**config.mk**
```make
export PLATFORM = sky130hd
export DESIGN_NAME = tms_ram
export DESIGN_NICKNAME = d
export VERILOG_FILES = /design/src/design/tms_ram.sv
export SDC_FILE = /design/constraint.sdc
export NUM_CORES = 1
export LEC_CHECK = 0
export BUFFER_PORTS_ARGS = -buffer_cell sky130_fd_sc_hd__clkbuf_2
export CAP_MARGIN = 20
export CORE_MARGIN = 2
export CORE_UTILIZATION = 61
export CTS_CLUSTER_DIAMETER = 30
export DETAILED_ROUTE_END_ITERATION = 10
export GPL_TIMING_DRIVEN = 0
export HOLD_SLACK_MARGIN = 0.1
export MAX_ROUTING_LAYER = met4
export PLACE_DENSITY = 0.85
export SLEW_MARGIN = 20
export SYNTH_ARGS = -nofsm -noshare
export SYNTH_HDL_FRONTEND = slang
export SYNTH_SLANG_ARGS = --single-unit
export TNS_END_PERCENT = 20
```
**constraint.sdc**
```tcl
create_clock -name clk -period 3.4 [get_ports clk]
set_clock_uncertainty 0.1 [all_clocks]
set_input_delay 0.68 -clock clk [delete_from_list [all_inputs] [get_ports clk]]
set_output_delay 0.68 -clock clk [all_outputs]
set_load 0.05 [all_outputs]
```
**src/design/tms_ram.sv**
```systemverilog
module tms_ram #(
  parameter int WIDTH = 8,
  parameter int DEPTH = 16
) (
  input  logic                     clk,
  input  logic                     we,
  input  logic [$clog2(DEPTH)-1:0] waddr,
  input  logic [WIDTH-1:0]         wdata,
  input  logic [$clog2(DEPTH)-1:0] raddr,
  output logic [WIDTH-1:0]         rdata
);

  logic [WIDTH-1:0] mem [DEPTH];
  logic [WIDTH-1:0] rdata_r;

  // One write port and one registered read port.
  always_ff @(posedge clk) begin
    if (we) begin
      mem[waddr] <= wdata;
    end
    rdata_r <= mem[raddr];
  end

  assign rdata = rdata_r;

endmodule

```
# Word level (Yosys, flattened, before mapping)
# Memories as Yosys holds them, arrays and structs flattened. A register that Yosys moved wholly into a read port is not among the register bits.
# Index checks and enable logic that the tools add are counted.
# totals
register_bits	0
ram_bits	128
out_inout_bits	8
mem_count	1
# op_classes
n_mux	2
# mem_list
memory	words	word_bits	rd	rd_clocked_by_memory_dff	write_ports	line_no	source
mem	16	8	1	1	1	13	logic [WIDTH-1:0] mem [DEPTH];
# op_table
operator	count
$mux W1	2

# Logic depth before layout (Yosys ltp)
# depth
ltp_word	2
depth_mapped	5
mapped_depth_nobuf	3

# Worst setup path after synthesis
# No wires, ideal clock.
# synth_timing
path_type	input-to-reg
from	input waddr[2]
to	memory mem[0][0] (enable)
arrival_time_ns	1.790
required_time_ns	2.917
path_slack_ns	1.127
cell_stages	2
path_cell_list	or3b_2 nor3_1
# synth_rtl
item	line_no	source
start: declaration	7	input logic [$clog2(DEPTH)-1:0] waddr,
end: declaration	13	
# No word-level cell before the write port.

# Worst setup path in the final report
# layout_timing
from	input waddr[2]
to	memory mem[2][6] (enable)
# No word-level cell before the write port.

==> flow_summary_export.csv <==
group,metric,value,unit
route,dr.pass1.iters,5,
yosys,synth_area,5150,µm²
global_route,grt_max_degree,17,
power_and_ir_drop,power_density,624,nW/µm²
route,ant_nets,0,
final_layout,drive_gt1_share,30.2,%
power_and_ir_drop,switching_power,0.803,mW
final_layout,seqCellArea,4000,µm²
yosys,synthFlopType,"edfxtp_1",
yosys,ys_warn_count,0,
die,start_util,62.6,%
route,drc,0,
clock_network,ctsRootBufferMaster,"clkbuf_8",
final_layout,areaGrowthSynthToFinish,15.5,%
timing,maxSlewHeadroom,45.6,%
clock_network,cts_buffer_depth,2,
yosys,synth_cell_types,19,
setup_path,reg2reg_from,"mem[0][7]",
final_layout,num_antenna_cells,0,
clock_network,postCtsHoldBufs,0,
yosys,ys_async_sr_fraction,0,%
global_route,grt_overflow,0,
hold_path,min_path_cells,1,
timing,fmax,0.508,GHz
die,die_w,95.9,µm
clock_network,numCtsBuffers,17,
clock_network,cts.clk_slew.worst_paths,0.06,ns
yosys,postSynthCellCount,229,
final_layout,n_fill_cell,447,
timing,finalCriticalPeriod,1.97,ns
setup_path,cp_max_fo,8,
hold_path,min_from,"wdata[6]",
clock_network,h-tree-depth,4,
setup_path,critPathRequiredTime,3.44,ns
timing,setup_viol,0,
power_and_ir_drop,switching_share,21.7,%
power_and_ir_drop,combinationalPowerShare,5.8,%
place,hpwl,6.18,mm
setup_path,critPathCaptureType,"flip-flop",
timing,period_share,57.9,%
final_layout,final_core_util,72.4,%
setup_path,regToRegEndpoint,"rdata[7]",
power_and_ir_drop,ir_drop,0.000438,V
yosys,ys_ff_latch,136,
power_and_ir_drop,p_int,2.91,mW
route,routed_wl,9.91,mm
clock_network,cts_tree,"yes",
die,dieHeight,95.9,µm
setup_path,r2r_slack,1.90,ns
die,rows,33,
timing,worst_pin_slew,0.813,ns
clock_network,cts_resized,0,
die,core_region_area,8220,µm²
place,place.gp.congestion,0.744,
route,dr.first_iter.drc_count,335,
power_and_ir_drop,p_clk_share,43.3,%
timing,timing.final.max_slew_violations,0,
run,maxCapViolCount,0,
final_layout,multi_input_area,1080,µm²
yosys,synth_edf_count,128,
global_route,grtUsageTotal,25.4,%
route,vias_per_cell,6.36,
yosys,syn_nets,247,
setup_path,rr_worst_depth,3,
outcome,status,"completed",
yosys,syn_avg_cell_area,22.5,µm²
timing,setup_tns,0,ns
power_and_ir_drop,power_leakage,2.00,nW
die,pin_count,26,
hold_path,hold_class,"primary input to flip-flop",
final_layout,nets,290,
setup_path,path_class,"primary input to flip-flop",
global_route,antenna_found_initial,0,
power_and_ir_drop,seqPwrFrac,50.9,%
route,vias,2481,
place,portBuffers,24,
die,die_area,9190,µm²
yosys,seq_area_frac_synth,77.8,%
global_route,grt_pass1_vias,2519,
setup_path,cp-start-kind,"primary input",
global_route,grt_pass1_wl,15.1,mm
clock_network,cts_sinks,136,
clock_network,clock_latency,0.52,ns
clock_network,post-cts-setup-buffer-count,0,
hold_path,holdPathEnd,"mem[11][6]",
timing,hold_viol,0,
setup_path,crit_arrival,2.00,ns
route,wire_per_inst,25.4,µm
timing,rsz0062_at_grt,"no",
[flip-flops by register name, summed over array words and instances, names as in the netlist]
| register | cells |
|---|---|
| mem | 128 |
| rdata | 8 |
[power by group through the flow]
stage	logic, mW	registers (mW)	clock network (mW)
final	0.217	1.89	1.61
after global routing	0.230	1.89	1.70
after CTS	0.218	1.89	1.62
after detailed placement	0.214	1.92	0
after global placement	0.205	1.92	0
after floorplan	0.0951	1.96	0
[worst max-delay path by stage]
stage | from | end | slack [ns] | cells after the start
2_1_floorplan | waddr[2] | mem[0][0] | 1.13 | 2
3_3_place_gp | waddr[2] | mem[0][2] | 0.61 | 3
3_5_place_dp | waddr[2] | mem[2][2] | 0.90 | 3
4_1_cts | waddr[3] | mem[4][6] | 1.42 | 3
5_1_grt | waddr[2] | mem[2][0] | 1.40 | 3
6_report | waddr[2] | mem[2][6] | 1.43 | 3
[Yosys cell counts (all sizes together) (2+ instances only)]
master	n	area share [%]
edfxtp	128	75
mux4	32	15
a22oi	16	2.3
nor2	13	0.95
nand2	9	0.66
dfxtp	8	3.1
buf	7	1.1
nor3	4	0.39
clkdlybuf4s25	3	0.58
nand2b	2	0.24
nand3b	2	0.29
[worst max-delay path, stage by stage]
cell and delay, ns:
clkbuf_2 0.11, or3b_2 0.56, nor2_1 0.66
[cells by family (layout without fill, tap and decap cells)]
family | after synthesis | after routing | share of synthesized area (%)
buffers and inverters | 10 | 66 | 1.68
AO/OA/AOI/OAI | 16 | 16 | 2.33
flip-flops | 136 | 136 | 77.8
AND/OR/NAND/NOR | 35 | 35 | 3.18
multiplexers | 32 | 32 | 15.0
[through the flow]
stage | setup slack, ns | std cells | power (mW) | hold WS, ns | cell area [µm²]
detailed placement | 0.898 | 358 | 2.13 | 0.582 | 5410
CTS | 1.42 | 390 | 3.72 | 0.519 | 5940
floorplan | 1.13 | 229 | 2.05 | 0.529 | 5150
finish | 1.43 | 390 | 3.71 | 0.534 | 5950
global route | 1.40 | 390 | 3.82 | 0.543 | 5950
global placement | 0.607 | 358 | 2.12 | 0.554 | 5400
[placed cells by master, fill, tap and decap left out, drive strengths merged]
cell	Yosys	layout
a22oi	16	16
and2	1	1
and2b	1	1
buf	7	7
bufinv	0	1
clkbuf	0	42
clkdlybuf4s25	3	3
clkinv	0	9
clkinvlp	0	4
dfxtp	8	8
edfxtp	128	128
mux4	32	32
nand2	9	9
nand2b	2	2
nand3	1	1
nand3b	2	2
nor2	13	13
nor2b	1	1
nor3	4	4
or3b	1	1
[layer usage]
| metal | vias to the layer above | GRT usage, % | routed length [µm] |
|---|---|---|---|
| met5 | - | - | 0 |
| met4 | 0 | 9.17 | 182 |
| met3 | 16 | 5.17 | 641 |
| met2 | 122 | 39.0 | 5000 |
| met1 | 1279 | 34.7 | 4090 |
| li1 | 1064 | - | - |
[area by class of cell]
| cell class | instances | area share [%] |
|---|---|---|
| Clock buffer | 18 | 7.03 |
| Clock inverter | 14 | 1.85 |
| Buffer | 10 | 1.45 |
| Multi-Input combinational cell | 83 | 18.1 |
| Timing Repair Buffer | 24 | 2.02 |
| Sequential cell | 136 | 67.3 |
| Tap cell | 105 | 2.21 |
(Power assumes the default switching activity.)
