### src/design/tms_pkg.sv
package tms_pkg;

  // Tape geometry. The head starts on the middle cell.
  localparam int TAPE_CELLS = 1024;
  localparam int TAPE_AW    = $clog2(TAPE_CELLS);

  // Machine alphabet and state space.
  localparam int NUM_SYMBOLS = 16;
  localparam int NUM_STATES  = 16;

  // Field widths of the item and result.
  localparam int OP_W    = 2;
  localparam int STATE_W = 4;
  localparam int SYM_W   = 4;
  localparam int MOVE_W  = 2;
  localparam int POS_W   = 10;
  localparam int CNT_W   = 32;

  // Step counter: a row of nibble cells that pass carries one cell per cycle.
  localparam int CNT_DIGIT_W = 4;
  localparam int CNT_CELLS   = CNT_W / CNT_DIGIT_W;

  // Each tape word carries an epoch tag; a tag that differs from the live
  // epoch marks a blank cell.
  localparam int EPOCH_W = 4;

  // Transition table geometry.
  localparam int TBL_DEPTH = NUM_STATES * NUM_SYMBOLS;
  localparam int TBL_AW    = $clog2(TBL_DEPTH);

  localparam logic [TAPE_AW-1:0] HEAD_START = TAPE_AW'(TAPE_CELLS / 2);
  localparam logic [TAPE_AW-1:0] TAPE_FIRST = '0;
  localparam logic [TAPE_AW-1:0] TAPE_LAST  = TAPE_AW'(TAPE_CELLS - 1);
  localparam logic [EPOCH_W-1:0] EPOCH_FIRST = EPOCH_W'(1);
  localparam logic [EPOCH_W-1:0] EPOCH_LAST  = '1;
  localparam logic [STATE_W-1:0] STATE_START = STATE_W'(1);
  localparam logic [STATE_W-1:0] STATE_HALT  = '0;

  // Item operations.
  typedef enum logic [OP_W-1:0] {
    OP_LOAD    = 2'd0,
    OP_STEP    = 2'd1,
    OP_RESTART = 2'd2
  } tms_op_t;

  // Head moves stored in a transition entry.
  typedef enum logic [MOVE_W-1:0] {
    MV_STAY  = 2'd0,
    MV_RIGHT = 2'd1,
    MV_LEFT  = 2'd2
  } tms_move_t;

  // Sequencer states.
  typedef enum logic [2:0] {
    S_CLEAR,
    S_IDLE,
    S_TAPE,
    S_TABLE,
    S_DONE
  } tms_fsm_t;

  typedef struct packed {
    logic [OP_W-1:0]    operation;
    logic [STATE_W-1:0] entry_state;
    logic [SYM_W-1:0]   entry_symbol;
    logic [SYM_W-1:0]   write_symbol;
    logic [MOVE_W-1:0]  move;
    logic [STATE_W-1:0] next_state;
  } tms_in_t;

  typedef struct packed {
    logic [STATE_W-1:0] current_state;
    logic [POS_W-1:0]   head_position;
    logic [SYM_W-1:0]   written_symbol;
    logic               halted;
    logic               off_tape;
    logic [CNT_W-1:0]   step_count;
  } tms_out_t;

  typedef struct packed {
    logic [SYM_W-1:0]   sym;
    logic [MOVE_W-1:0]  mv;
    logic [STATE_W-1:0] nxt;
  } tms_entry_t;

  typedef struct packed {
    logic [EPOCH_W-1:0] epoch;
    logic [SYM_W-1:0]   sym;
  } tms_tape_word_t;

  typedef struct packed {
    logic clear;
    logic inc;
  } tms_cnt_ctrl_t;

  typedef struct packed {
    logic settled;
    logic saturated;
  } tms_cnt_stat_t;

endpackage

### src/design/tms_count_cell.sv
module tms_count_cell (
  input  logic                            clk,
  input  logic                            rst_n,
  input  logic                            clear,
  input  logic                            carry_in,
  output logic [tms_pkg::CNT_DIGIT_W-1:0] digit,
  output logic                            carry_out
);
  import tms_pkg::*;

  logic [CNT_DIGIT_W-1:0] digit_r;
  logic [CNT_DIGIT_W-1:0] digit_nxt;
  logic                   carry_r;
  logic                   carry_nxt;

  // Add an incoming carry; a digit that wraps hands a carry on next cycle.
  always_comb begin
    digit_nxt = digit_r;
    carry_nxt = 1'b0;
    if (clear) begin
      digit_nxt = '0;
    end else if (carry_in) begin
      digit_nxt = digit_r + 1'b1;
      carry_nxt = &digit_r;
    end
  end

  always_ff @(posedge clk) begin
    if (!rst_n) begin
      digit_r <= '0;
      carry_r <= 1'b0;
    end else begin
      digit_r <= digit_nxt;
      carry_r <= carry_nxt;
    end
  end

  assign digit     = digit_r;
  assign carry_out = carry_r;

endmodule

### src/design/tms_step_counter.sv
module tms_step_counter (
  input  logic                      clk,
  input  logic                      rst_n,
  input  tms_pkg::tms_cnt_ctrl_t    ctrl,
  output tms_pkg::tms_cnt_stat_t    stat,
  output logic [tms_pkg::CNT_W-1:0] count
);
  import tms_pkg::*;

  logic [CNT_CELLS:0] carry;

  // A saturated count takes no further increments.
  assign carry[0] = ctrl.inc && !stat.saturated;

  // Row of digit cells, each passing its carry to the next one up.
  for (genvar gi = 0; gi < CNT_CELLS; gi++) begin : g_cell
    tms_count_cell u_cell (
      .clk       (clk),
      .rst_n     (rst_n),
      .clear     (ctrl.clear),
      .carry_in  (carry[gi]),
      .digit     (count[gi*CNT_DIGIT_W +: CNT_DIGIT_W]),
      .carry_out (carry[gi+1])
    );
  end

  // The count is exact once no carry is still travelling along the row.
  assign stat.settled   = ~|carry[CNT_CELLS:1];
  assign stat.saturated = (&count) && stat.settled;

endmodule

### config.mk
export PLATFORM = sky130hd
export DESIGN_NAME = tms_step_counter
export DESIGN_NICKNAME = d
export VERILOG_FILES = /design/src/design/tms_pkg.sv /design/src/design/tms_count_cell.sv /design/src/design/tms_step_counter.sv
export SDC_FILE = /design/constraint.sdc
export NUM_CORES = 1
export LEC_CHECK = 0
export ABC_CLOCK_PERIOD_IN_PS = 6000
export BUFFER_PORTS_ARGS = -buffer_cell sky130_fd_sc_hd__buf_2
export CAP_MARGIN = 30
export CORE_MARGIN = 2
export CORE_UTILIZATION = 54
export DETAILED_ROUTE_END_ITERATION = 10
export PLACE_DENSITY = 0.92
export SLEW_MARGIN = 25
export SYNTH_ARGS = -nofsm -noshare
export SYNTH_HDL_FRONTEND = slang
export SYNTH_SLANG_ARGS = --single-unit
### constraint.sdc
create_clock -name clk -period 6 [get_ports clk]
set_clock_uncertainty 0.05 [all_clocks]
set_input_delay 0.9 -clock clk [delete_from_list [all_inputs] [get_ports clk]]
set_output_delay 0.9 -clock clk [all_outputs]
set_load 0.03 [all_outputs]
Yosys cells after proc, flatten, opt, wreduce, memory -nomap -nowiden
Index checks and enable logic that the tools add are counted.
{"block": "totals", "regBits": 40, "input_bits": 4, "output_inout_bits": 34, "wordCells": 56}
{"block": "op_classes", "add_sub_neg": 8, "bitwise_logic": 9, "reduce_logical": 23}
{"cell": "$add A4 B1 Y4 const B", "count": 8}
{"cell": "$reduce_and A32 Y1", "count": 1}
{"cell": "$reduce_and A4 Y1", "count": 8}
{"cell": "$reduce_or A3 Y1", "count": 8}
{"cell": "$not A1 Y1", "count": 9}
{"cell": "$reduce_or A8 Y1", "count": 1}
{"cell": "$logic_and A1 B1 Y1", "count": 2}
{"cell": "$logic_not A1 Y1", "count": 2}
{"cell": "$reduce_or A2 Y1", "count": 1}

Logic depth before layout (Yosys ltp)
Gate-level depths: netlist of the first run.
{"block": "logic_depth", "depth_word": 7, "mapped_depth": 5}

Modules after synthesis
A second synthesis of the first run with hierarchy kept.
{"block": "unflattened", "cells_unflattened": 184, "area_unflattened_um2": 1844.3}
{"mod": "tms_count_cell", "instances": 8, "cells_each": 21, "area_each_um2": 216.5, "seq_area_each_um2": 100.1}
{"mod": "tms_step_counter", "instances": 1, "cells_each": 16, "area_each_um2": 112.6, "seq_area_each_um2": 0.0}

Worst setup path after synthesis of the first run
OpenSTA, ideal clock, no wires.
{"block": "synth_timing", "path_kind": "register -> output", "from": "register g_cell[3].u_cell.carry_r", "to": "output port stat[0] (netlist bit)", "arrival_ns": 1.859, "path_slack_ns": 3.191, "stages_incl_launch_ff": 5, "path_buffers": 1, "path_cell_list": "dfxtp_1 buf_2 or4_4 or4_4 nor3_4"}
{"element": "start: declaration", "line_no": "tms_count_cell.sv:13", "rtl": "logic carry_r;"}
{"element": "start signal: assignment", "line_no": "tms_count_cell.sv:34", "rtl": "carry_r <= carry_nxt;"}
{"element": "end: declaration", "line_no": "tms_step_counter.sv:5", "rtl": "output tms_pkg::tms_cnt_stat_t stat,"}

==> key figures, run 1 <==
Logic synthesis
  – Synthesized flop and latch total: 40
  – Avg Synthesized Cell Area: about 9.3 µm²
  – Register area share after synthesis: 0.473
  – Most frequent cell after synthesis: dfxtp_1
  – Most used DFF post-synth: dfxtp_1
  – Yosys warns: 0
  – Top post-synthesis cells by count: dfxtp_1 (40), nor2_1 (32), nand2_1 (15)
  – FFs w/ async S/R, synth: 0
  – Number of synthesized flops with an enable pin: 0
  – Post-synth top area cell: dfxtp_1
  – Syn nets: 193
  – Area of the mapped netlist: ~0.0017 mm²
  – Synth cell types: 28
  – Synth top area share: 0.473
  – Synthesized instance count: ~180
  – Synth top area cells: dfxtp_1 (47%), xor2_1 (7.2%), nor2_1 (7.1%)

STA
  – Final Cycle Share: 0.551
  – Slew HR: 0.681
  – Final Setup Violations: 0
  – Min cycle time layout: roughly 3.3 ns
  – Slew Limit Fails: 0
  – Aggregate negative setup slack: 0 ns
  – Max Clk Rate: just over 0.3 GHz
  – Fin. Hold Viols: 0
  – Worst Max-Slew Pin Slew: between 0.4 and 0.5 ns
  – Unrepaired setup endpoints after global routing: false

Worst setup path
  – Setup crit end kind: output port
  – Critical Path AT: ~2.4 ns
  – Req. time, crit path: about 5.1 ns
  – CP peak stage delay: 0.59 ns
  – Critical Path, Cell by Cell: or4_4, or4_4, nor3_4, buf_2
  – Crit start category: flop
  – Crit-path most repeated cell: or4_4
  – CP Class: flop to output port
  – Slowest CP cell: or4_4
  – Max FO, Critical Path: 6

Route
  – Vias per inst: approximately 5.5
  – ANT nets after route: 0
  – Drt wl/cell: approximately 13 µm
  – Drc violations: 0
  – Drt pass-1 iters: 4
  – Final Routed Wirelength: around 3.5 mm
  – First DRT Iteration DRCs: 80
  – DR vias: around 1.4k

Global routing
  – Largest net degree at the start of global routing: 40
  – Vias in the first global route: 1308
  – GRT Total Usage: 0.216
  – Remaining Overflow, GRT: 0
  – First-pass GRT wire length: 5.76 mm
  – Initial antenna violation count: 0

Clocking
  – CTS sink count: 40
  – Clk pin slew, worst setup/hold paths: ~0.11 ns
  – Number of buffers added for setup after CTS: 0
  – Clock tree from TritonCTS: yes
  – Post-CTS resize count: 0
  – H-Tree Depth: 2
  – Num CTS Buffers: 5
  – Longest Clk Path Bufs: 2
  – Hold buffers post-CTS: 0
  – Root buf cell: clkbuf_4
  – Clock Latency Late Sink: around 0.34 ns

Min path
  – Worst min path class: flop to flop

Floorplanning
  – Die width: ~60 µm
  – Initial cell density of the core: 0.559
  – Row cnt: 20
  – Core ar.: between 0.003 and 0.004 mm²
  – Die height: around 60 µm
  – Area of the die: 0.00360 mm²
  – Ports: 38

Placed design
  – Port-buffer cells: 37
  – GPL Wtd Cong: around 0.94
  – # placed instances: about 260
  – DPL Wire Length: approximately 2.5 mm

Run status
  – Outcome: finished clean

Power and ir drop
  – Leak Pwr: 0.809 nW
  – Maximum vdd drop: between 150 and 200 µV
  – Pwr dens: 214 mW/mm²

Cells and area
  – Ant diodes: 0
  – Area delta synth->final: 16.4%
  – FILL cells: 260
  – Post-Layout Cell Count: 264
  – Final nets: 231
  – Final core utilization: 0.650
  – Fraction of layout cells with a size suffix above 1: 0.218

Flow run
  – Max Cap Violations: 0
[worst max-delay path, delay by kind of cell, from the launching register on]
kind                   cells  cell delay [ns]
buffers and inverters      1             0.23
AND/OR/NAND/NOR            3             1.39
flip-flops                 1             0.40
[cells by family after synthesis]
group / count (synthesis) / synth area share
and+or+nand+nor: 86 / 0.254
DFF: 40 / 0.473
xor gates and xnor gates: 21 / 0.109
AOI/OAI and AO/OA: 11 / 0.0436
buffers and inverters: 8 / 0.0192
adders and majority gates: 8 / 0.0592
muxes: 7 / 0.0414
[layer usage]
metal | track usage | vias to the layer above | share of wire
li1 | - | 708 | -
met1 | 0.259 | 678 | 0.44
met2 | 0.370 | 55 | 0.49
met3 | 0.0758 | 7 | 0.061
met4 | 0.0540 | 0 | 0.013
met5 | 0 | - | 0
[path summary, 6_finish.rpt]
check | startpoint | end | slack, ns | cells after the start
max | g_cell[0].u_cell.carry_out$_SDFF_PP0_ | stat[0] | 2.69 | 4
min | g_cell[7].u_cell.digit[3]$_SDFFE_PP0P_ | g_cell[7].u_cell.carry_out$_SDFF_PP0_ | 0.47 | 2
max reg2reg | g_cell[0].u_cell.carry_out$_SDFF_PP0_ | g_cell[0].u_cell.carry_out$_SDFF_PP0_ | 3.97 | 4
min reg2reg | g_cell[7].u_cell.digit[3]$_SDFFE_PP0P_ | g_cell[7].u_cell.carry_out$_SDFF_PP0_ | 0.47 | 2
[power breakdown]
group	switching, W	total [W]	leakage [nW]	internal, W
Combinational	0.00000956	0.0000133	0.455	0.00000375
Clock	0.0000825	0.000140	0.0326	0.0000579
Sequential	0.00000160	0.000268	0.322	0.000266
[cells in the final DEF, fill, tap and decap left out]
master	count
a311oi_1	1
nor4_1	2
nand3_1	6
or3_1	2
ha_1	8
nor3_4	1
or4_1	1
nor3_1	7
clkbuf_1	2
and3_1	2
nand2b_1	1
inv_1	1
mux2i_1	7
clkbuf_8	1
nand4_1	13
xnor2_1	7
or4_4	3
buf_2	37
xor2_1	14
buf_4	1
o211ai_1	4
nor2_1	32
a21oi_1	2
nand2_1	15
o21ai_1	2
a31oi_1	1
dfxtp_1	40
clkbuf_4	5
a32oi_1	1
nor2b_1	1
[state kept, by name (all words and copies together) (netlist names)]
signal and flops:
g_cell.u_cell.carry_out 8, g_cell.u_cell.digit 32
[through the flow]
stage | setup WS [ns] | cell area, µm² | hold slack [ns] | power [W]
final | 2.69 | 1970 | 0.466 | 0.000422
after global routing | 2.63 | 1970 | 0.503 | 0.000439
after CTS | 2.69 | 1970 | 0.469 | 0.000424
after detailed placement | 3.12 | 1910 | 0.443 | 0.000287
after global placement | 3.15 | 1910 | 0.445 | 0.000287
after floorplan | 3.19 | 1690 | 0.439 | 0.000283
[cell type report]
class	instances	area, µm²	share of cell area
flip-flops and latches	40	801	0.407
well taps	44	55.1	0.0280
multi-input cells	133	858	0.436
repair buffers	38	193	0.0978
inverters	1	3.75	0.00191
clock buffers	8	58.8	0.0299
No activity file was read; power rests on OpenSTA's default activity.
==> run 2, diff against run 1 <==
--- a/config.mk
+++ b/config.mk
@@ -5,13 +5,13 @@
 export SDC_FILE = /design/constraint.sdc
 export NUM_CORES = 1
 export LEC_CHECK = 0
-export ABC_CLOCK_PERIOD_IN_PS = 6000
+export ABC_CLOCK_PERIOD_IN_PS = 3380
 export BUFFER_PORTS_ARGS = -buffer_cell sky130_fd_sc_hd__buf_2
 export CAP_MARGIN = 30
 export CORE_MARGIN = 2
-export CORE_UTILIZATION = 54
+export CORE_UTILIZATION = 52
 export DETAILED_ROUTE_END_ITERATION = 10
-export PLACE_DENSITY = 0.92
+export PLACE_DENSITY = 0.89
 export SLEW_MARGIN = 25
 export SYNTH_ARGS = -nofsm -noshare
 export SYNTH_HDL_FRONTEND = slang
==> constraint.sdc (replaced) <==
create_clock -name clk -period 3.38 [get_ports clk]
set_clock_uncertainty 0.05 [all_clocks]
set_input_delay 0.507 -clock clk [delete_from_list [all_inputs] [get_ports clk]]
set_output_delay 0.507 -clock clk [all_outputs]
set_load 0.03 [all_outputs]
==> run 2 against run 1 <==
Clock power is 47% higher; sequential cell count stayed put; routed wire length shrank 4.2%; combinational power up 77%; die area grew 3.6%; register-to-register slack worse by 2.6 ns; core utilization down 1.7 points; total power increased by 67%; non-clock buffer count unchanged; global-route usage is 0.68 points lower; critical endpoint unchanged.
==> key figures, run 2 (synthesized netlist as in run 1, its figures left out) <==
Run status
  – Outcome: finished clean (unchanged)

Clocking
  – Root buf cell: clkbuf_4 (unchanged)
  – Number of buffers added for setup after CTS: 0 (unchanged)
  – Post-CTS resize count: 0 (unchanged)
  – Hold buffers post-CTS: 0 (unchanged)
  – Clock Latency Late Sink: 0.35 ns (was 0.34 ns)
  – CTS sink count: 40 (unchanged)
  – H-Tree Depth: 2 (unchanged)
  – Clock tree from TritonCTS: yes (unchanged)
  – Num CTS Buffers: 5 (unchanged)
  – Clk pin slew, worst setup/hold paths: 0.10 ns (was 0.11 ns)
  – Longest Clk Path Bufs: 2 (unchanged)

STA
  – Slew HR: 0.714 (was 0.681)
  – Max Clk Rate: ~0.35 GHz
  – Final Setup Violations: 0 (unchanged)
  – Worst Max-Slew Pin Slew: 0.426 ns (was 0.475 ns)
  – Final Cycle Share: 0.852
  – Slew Limit Fails: 0 (unchanged)
  – Final WS setup: 0.501 ns (was 2.69 ns)
  – Fin. Hold Viols: 0 (unchanged)
  – Aggregate negative setup slack: 0 ns (unchanged)
  – Min cycle time layout: between 2 and 3 ns
  – Unrepaired setup endpoints after global routing: false (unchanged)

Worst setup path
  – Crit start category: flop (unchanged)
  – CP bufs+invs: 1 (unchanged)
  – Crit-path most repeated cell: or4_4 (unchanged)
  – Setup crit end kind: output port (unchanged)
  – R2R Path Start: g_cell[0].u_cell.carry_out$_SDFF_PP0_ (unchanged)
  – CP Class: flop to output port (unchanged)
  – Capture point of the worst reg-to-reg path: g_cell[0].u_cell.carry_out$_SDFF_PP0_ (unchanged)
  – Max FO, Critical Path: 6 (unchanged)
  – Crit-path leading delay family: simple AND/OR/NAND/NOR gates (unchanged)
  – Worst r2r path cells: 4 (unchanged)
  – Critical Path AT: 2.32 ns (was 2.36 ns)
  – Worst reg2reg setup slack: 1.39 ns (was 3.97 ns)
  – Slowest CP cell: or4_4 (unchanged)
  – Req. time, crit path: 2.82 ns (was 5.05 ns)
  – CP peak stage delay: 0.58 ns (was 0.59 ns)
  – Crit. path cell count: 4 (unchanged)
  – End point of the critical path: stat[0] (unchanged)
  – Crit path from: g_cell[0].u_cell.carry_out$_SDFF_PP0_ (unchanged)
  – Critical Path, Cell by Cell: or4_4, or4_4, nor3_4, buf_2 (unchanged)

Placed design
  – Post-Place Worst Slack: 0.891 ns (was 3.12 ns)
  – Port-buffer cells: 37 (unchanged)
  – Area after detailed placement: 0.00191 mm² (unchanged)
  – # placed instances: 256 (unchanged)
  – GPL Wtd Cong: 0.916 (was 0.942)
  – DPL Wire Length: 2.47 mm (was 2.49 mm)

Floorplanning
  – Area of the die: 0.00373 mm² (was 0.00360 mm²)
  – Die height: 61.0 µm (was 60.0 µm)
  – Initial cell density of the core: 0.550 (was 0.559)
  – Ports: 38 (unchanged)
  – Die width: 61.0 µm (was 60.0 µm)
  – Core ar.: 0.00308 mm² (was 0.00303 mm²)
  – Row cnt: 20 (unchanged)

Route
  – ANT nets after route: 0 (unchanged)
  – Drt pass-1 iters: 4 (unchanged)
  – DR vias: 1430 (was 1448)
  – First DRT Iteration DRCs: 66 (was 80)
  – Final Routed Wirelength: 3.36 mm (was 3.51 mm)
  – Drc violations: 0 (unchanged)
  – Drt wl/cell: 12.9 µm (was 13.3 µm)
  – Vias per inst: 5.48 (about the same)

Flow run
  – Max Cap Violations: 0 (unchanged)

Power and ir drop
  – Tot Pwr: 0.000705 W (was 0.000422 W)
  – Leak Pwr: 0.800 nW (was 0.809 nW)
  – Pwr dens: 362 mW/mm² (was 214 mW/mm²)
  – Maximum vdd drop: 175 µV (was 167 µV)

Min path
  – Hold Crit Depth: 2 (unchanged)
  – Worst min path class: flop to flop (unchanged)

Cells and area
  – Commonest non-fill, non-tap cell in the layout: dfxtp_1 (unchanged)
  – Area delta synth->final: 15.2% (was 16.4%)
  – Finished Cell Area: 0.00195 mm² (was 0.00197 mm²)
  – Fraction of layout cells with a size suffix above 1: 0.217 (was 0.218)
  – Post-Layout Cell Count: 261 (was 264)
  – Final nets: 231 (unchanged)
  – Max reg flops: 32 (unchanged)
  – Commonest non-fill, non-tap cells in the layout: dfxtp_1 (40), buf_2 (37), nor2_1 (32) (unchanged)
  – Ant diodes: 0 (unchanged)

Global routing
  – Largest net degree at the start of global routing: 39 (was 40)
  – First-pass GRT wire length: 5.71 mm (was 5.76 mm)
  – GRT Total Usage: 0.210 (was 0.216)
  – Initial antenna violation count: 0 (unchanged)
  – Vias in the first global route: 1299 (was 1308)
  – Remaining Overflow, GRT: 0 (unchanged)
[run 2: cell types whose count changed in the layout (fill, tap and decap cells not counted)]
| cell | before | now |
|---|---|---|
| clkbuf_1 | 2 | 0 |
| clkbuf_8 | 1 | 0 |
[run 2: layout make-up]
type / instances / area, µm²
fill: 270 / 1130
multi-input combinational: 133 / 858
sequential: 40 / 801
timing repair buffer: 38 / 193
tap: 44 / 55.1
clock buffer: 5 / 37.5
inverter: 1 / 3.75
[run 2: where the power goes]
group          switching, W  internal [W]
Clock              0.000137     0.0000695
Combinational     0.0000170    0.00000664
Sequential       0.00000255      0.000473
Total              0.000156      0.000549
[run 2: routing by layer]
metal	up-vias	routed length (µm)	global-route usage
met2	41	1500	0.322
li1	710	-	-
met3	6	218	0.0693
met4	0	67	0.0994
met1	673	1580	0.266
met5	-	0	0
[run 2: how the worst min path moves through the flow]
stage,endpoint,from,slack [ns]
2_1_floorplan,g_cell[2].u_cell.carry_out$_SDFF_PP0_,g_cell[1].u_cell.carry_out$_SDFF_PP0_,0.44
3_3_place_gp,g_cell[7].u_cell.carry_out$_SDFF_PP0_,g_cell[7].u_cell.digit[2]$_SDFFE_PP0P_,0.45
3_5_place_dp,g_cell[7].u_cell.carry_out$_SDFF_PP0_,g_cell[7].u_cell.digit[2]$_SDFFE_PP0P_,0.45
4_1_cts,g_cell[7].u_cell.carry_out$_SDFF_PP0_,g_cell[7].u_cell.digit[2]$_SDFFE_PP0P_,0.46
5_1_grt,g_cell[0].u_cell.digit[2]$_SDFFE_PP0P_,ctrl[0],0.46
6_report,g_cell[7].u_cell.carry_out$_SDFF_PP0_,g_cell[7].u_cell.digit[2]$_SDFFE_PP0P_,0.45
[run 2: stage by stage]
stage | hold WS (ns) | util
final | 0.455 | 0.633
after global routing | 0.461 | 0.633
after CTS | 0.461 | 0.633
after detailed placement | 0.445 | 0.621
after global placement | 0.447 | 0.621
after floorplan | 0.439 | -
[run 2: worst min-delay path: stages, from the launching register on]
cell and delay (ns):
dfxtp_1 0.36, nand2_1 0.07, nor3_1 0.04
